==> config.mk <==
export PLATFORM = sky130hd
export DESIGN_NAME = sacl_ctrl
export DESIGN_NICKNAME = d
export VERILOG_FILES = /design/src/rtl/sacl_pkg.sv /design/src/rtl/sacl_ctrl.sv
export SDC_FILE = /design/constraint.sdc
export NUM_CORES = 1
export LEC_CHECK = 0
export BUFFER_PORTS_ARGS = -buffer_cell sky130_fd_sc_hd__buf_2
export CORE_AREA = 2 2 39 41
export DETAILED_ROUTE_END_ITERATION = 8
export DIE_AREA = 0 0 41 43
export GPL_TIMING_DRIVEN = 0
export PLACE_DENSITY_LB_ADDON = 0.12
export SLEW_MARGIN = 20
export SYNTH_ARGS = -nofsm -noshare
export SYNTH_HDL_FRONTEND = slang
export SYNTH_SLANG_ARGS = --single-unit
==> constraint.sdc <==
create_clock -name i_clk -period 2.4 [get_ports i_clk]
set_input_delay 0.12 -clock i_clk [delete_from_list [all_inputs] [get_ports i_clk]]
set_output_delay 0.12 -clock i_clk [all_outputs]
set_load 0.02 [all_outputs]
==> src/rtl/sacl_pkg.sv <==
`default_nettype none

package sacl_pkg;

    // Fixed field widths of the stream items
    localparam int ADDR_W  = 32;
    localparam int OP_W    = 2;
    localparam int TAG_W   = 30;
    localparam int FETCH_W = 6;
    localparam int CB_W    = 20;
    localparam int OUT_W   = 48;

    // Configuration port
    localparam int CFG_IDX_W  = 3;
    localparam int CFG_DATA_W = 4;

    // Parameter defaults
    localparam int DEF_MAX_SETS  = 1024;
    localparam int DEF_MAX_WAYS  = 8;
    localparam int DEF_ADDR_BITS = 32;

    // Access kinds
    localparam logic [OP_W-1:0] OP_ILOAD = 2'd0;
    localparam logic [OP_W-1:0] OP_DLOAD = 2'd1;
    localparam logic [OP_W-1:0] OP_STORE = 2'd2;
    localparam logic [OP_W-1:0] OP_FLUSH = 2'd3;

    // Register indexes
    localparam logic [CFG_IDX_W-1:0] CFG_SPLIT = 3'd0;
    localparam logic [CFG_IDX_W-1:0] CFG_WB    = 3'd1;
    localparam logic [CFG_IDX_W-1:0] CFG_WA    = 3'd2;
    localparam logic [CFG_IDX_W-1:0] CFG_BLK   = 3'd3;
    localparam logic [CFG_IDX_W-1:0] CFG_SETS0 = 3'd4;
    localparam logic [CFG_IDX_W-1:0] CFG_SETS1 = 3'd5;
    localparam logic [CFG_IDX_W-1:0] CFG_WAYS  = 3'd6;

    // Controller to datapath commands
    typedef struct packed {
        logic accept;      // latch item, read its set
        logic lookup;      // update set, load result
        logic scan_init;   // flush walk start
        logic scan_step;   // flush walk: read one set
        logic scan_out;    // load flush result
        logic clear_step;  // reset sweep: clear one row
    } t_ctl_cmd;

    // Datapath to controller status
    typedef struct packed {
        logic in_flush;
        logic scan_last;
        logic clr_last;
        logic out_free;
    } t_dp_sts;

endpackage

`default_nettype wire

==> src/rtl/sacl_ctrl.sv <==
`default_nettype none

module sacl_ctrl
    import sacl_pkg::*;
(
    input  wire logic     i_clk,
    input  wire logic     i_rst_n,
    input  wire logic     s_axis_tvalid,
    output logic          s_axis_tready,
    input  wire t_dp_sts  i_sts,
    output t_ctl_cmd      o_cmd
);

    localparam logic [2:0] ST_CLEAR  = 3'd0;
    localparam logic [2:0] ST_IDLE   = 3'd1;
    localparam logic [2:0] ST_LOOK   = 3'd2;
    localparam logic [2:0] ST_SCAN   = 3'd3;
    localparam logic [2:0] ST_SDRAIN = 3'd4;
    localparam logic [2:0] ST_SOUT   = 3'd5;

    logic [2:0] r_state;
    logic [2:0] n_state;
    logic       w_acc;

    assign s_axis_tready = (r_state == ST_IDLE) && i_sts.out_free;
    assign w_acc         = s_axis_tvalid && s_axis_tready;

    // Next state and commands
    always_comb begin
        n_state = r_state;
        o_cmd   = '0;
        case (r_state)
            ST_CLEAR: begin
                o_cmd.clear_step = 1'b1;
                if (i_sts.clr_last) n_state = ST_IDLE;
            end
            ST_IDLE: begin
                if (w_acc) begin
                    if (i_sts.in_flush) begin
                        o_cmd.scan_init = 1'b1;
                        n_state = ST_SCAN;
                    end else begin
                        o_cmd.accept = 1'b1;
                        n_state = ST_LOOK;
                    end
                end
            end
            ST_LOOK: begin
                o_cmd.lookup = 1'b1;
                n_state = ST_IDLE;
            end
            ST_SCAN: begin
                o_cmd.scan_step = 1'b1;
                if (i_sts.scan_last) n_state = ST_SDRAIN;
            end
            ST_SDRAIN: n_state = ST_SOUT;
            ST_SOUT: begin
                o_cmd.scan_out = 1'b1;
                n_state = ST_IDLE;
            end
            default: n_state = ST_IDLE;
        endcase
    end

    always_ff @(posedge i_clk) begin
        if (!i_rst_n) begin
            r_state <= ST_CLEAR;
        end else begin
            r_state <= n_state;
        end
    end

`ifndef SYNTHESIS
    a_busy_after_acc: assert property (@(posedge i_clk) disable iff (!i_rst_n)
        w_acc |=> !s_axis_tready)
        else $error("item accepted while previous one in work");
    a_scan_ends: assert property (@(posedge i_clk) disable iff (!i_rst_n)
        (r_state == ST_SDRAIN) |=> o_cmd.scan_out)
        else $error("flush result not loaded after walk");
`endif

endmodule

`default_nettype wire

==> impl_metrics.tcl <==
set metrics [dict create \
    ys_seq_elements 3 \
    placed_cell_area_um2 283 \
    root_buffer "clkbuf_4" \
    p_int_uw 127 \
    total_power_uw 174 \
    coreArea_um2 1380 \
    power_frac_seq 0.316 \
    grt_max_degree 11 \
    relSlewSlack 0.811 \
    cp-end-kind "primary output" \
    vias_per_cell 4.20 \
    arrival_ns 1.24 \
    holdBufCountCts 0 \
    clock-sinks 3 \
    grt_overflow 0 \
    slew_viol_final 0 \
    dp.cells 52 \
    timing.hold.ws_ns 0.128 \
    insertion_delay_ns 0.24 \
    postSynthCellCount 23 \
    die_y_um 43 \
    setup_tns_ns 0 \
    worstPathRequired_ns 2.28 \
    design_area_um2 309 \
    ys_seq_area_frac 0.304 \
    drive_gt1_frac 0.500 \
    stdcell_count 56 \
    max_slew.worst_pin.slew_ns 0.280 \
    cts_setup_buffers 0 \
    mostFrequentLayoutCells "buf_2 (14), nand2_1 (3), clkbuf_4 (3), dfxtp_1 (3)" \
    drcViolationCount 0 \
    cpPeakStageDelay_ns 0.36 \
    maxCapViolations 0 \
    place.port_buffers 13 \
    ys_warn_count 0 \
    ios 14 \
    irDropWorstVdd_mv 0.197 \
    wl_um 577 \
    vias 235 \
    rsz0062_at_grt "no" \
    p_leak_nw 0.154 \
    nNetsFinal 48 \
    start_util 0.143 \
    final_antenna_net_count 0 \
    grt_pass1_vias 229 \
    final_common_cell "buf_2" \
    drt_iter0_drc 3 \
    tritoncts "built" \
    ys_types 17 \
    power.switching_uw 46.2 \
    cts.clk_slew.worst_paths_ns 0.04 \
    powerDensity_nw_per_um2 562 \
    max_clock_freq_ghz 0.736 \
    cp-start-kind "register" \
    fp-row-count 14 \
    synth_area_um2 198 \
    p_comb_frac 0.163 \
    grt_antenna_before_repair 0 \
    wire_per_inst_um 10.3 \
    power_frac_clock 0.521 \
    track_usage 0.0832 \
    syn-num-nets 30 \
    multi_input_comb_area_um2 133 \
    syn_area_per_cell_um2 8.60 \
    area_growth_pct 56.3 \
    place_congestion 0.715 \
    numCtsBuffers 3 \
    clk_path_buf_depth 2 \
    crit_type "register to primary output" \
    htree_levels 1 \
    swShare 0.266 \
    clock_skew_ns 0.00645 \
    finalHoldViolations 0 \
    reg_top3 "r_state (3)" \
    dieArea_um2 1760 \
    largest_register_ffs 3 \
    hold_class "input port to register" \
    grt_pass1_wl_um 952 \
    final-seq-area_um2 60.1 \
    status "complete, no violations" \
    period_needed_ns 1.36 \
    rrSetupSlack_ns 1.41 \
    antenna_cells 0 \
    drt_pre_antenna_iters 3 \
    die_x_um 41 \
    crit_path_cell_trace "and4bb_4 -> and3_1 -> buf_2" \
    crit_fanout 7 \
    fin_crit_sh 0.566 \
    post_cts_resized 0 \
    fillerInstances 162 \
    worst_path_max_delay_cell "dfxtp_1" \
    finalSetupViolations 0 \
    regMostFlops "r_state" \
]
==> path summary, 6_finish.rpt <==
kind,cells past startpoint,from,end
hold reg to reg,2,r_state[0],r_state[0]
hold / removal,2,i_rst_n,r_state[2]
setup reg to reg,3,r_state[1],r_state[0]
setup / recovery,3,r_state[2],o_cmd[3]
==> critical path: cells and delay by family (launching register included) <==
family,cells,cell delay [ns]
flip-flops,1,0.36
AND/OR/NAND/NOR,2,0.48
buffers and inverters,1,0.15
==> layout make-up <==
type                    count  area share
multi-input cells          19       0.429
repair buffers             13       0.211
flip-flops and latches      3       0.194
clock buffers               4      0.0850
well taps                  16      0.0648
plain buffers               1      0.0162
==> synthesized netlist by cell type <==
cell,instances,area share
dfxtp_1,3,0.30
nand2_1,3,0.057
mux2i_1,1,0.051
a31oi_1,1,0.032
nor2b_1,1,0.032
nor2_1,1,0.019
and3_1,2,0.063
nor3b_1,2,0.076
and3b_2,1,0.051
o31ai_1,1,0.038
nor2b_2,1,0.044
nor3_1,1,0.025
and4bb_4,1,0.082
and2_1,1,0.032
buf_2,1,0.025
o41ai_1,1,0.044
a21oi_1,1,0.025
==> metal layers <==
| layer | vias up | share of wire | global-route usage |
|---|---|---|---|
| met4 | 0 | 0.017 | 0.0600 |
| li1 | 119 | - | - |
| met1 | 106 | 0.44 | 0.0897 |
| met3 | 2 | 0.073 | 0.0471 |
| met5 | - | 0 | 0 |
| met2 | 8 | 0.47 | 0.116 |
==> kinds of logic after synthesis <==
logic type,Yosys count,synth area share
buffers and inverters,1,0.0253
DFF,3,0.304
muxes,1,0.0506
and+or+nand+nor,14,0.481
AOI/OAI and AO/OA,4,0.139
==> power groups by stage <==
| stage | clock [mW] | combinational (mW) | sequential (mW) |
|---|---|---|---|
| 6_report | 0.0904 | 0.0283 | 0.0549 |
| 5_1_grt | 0.0959 | 0.0316 | 0.0556 |
| 4_1_cts | 0.0946 | 0.0286 | 0.0549 |
| 3_5_place_dp | 0 | 0.0286 | 0.0558 |
| 3_3_place_gp | 0 | 0.0282 | 0.0558 |
| 2_1_floorplan | 0 | 0.0165 | 0.0548 |
==> metrics by stage <==
step / worst slack (ns) / util
floorplan: 1.24 / -
global placement: 1.29 / 0.204
detailed placement: 1.28 / 0.204
CTS: 1.03 / 0.223
global route: 0.942 / 0.223
finish: 1.04 / 0.223
Power figures use the tool's default switching activity.
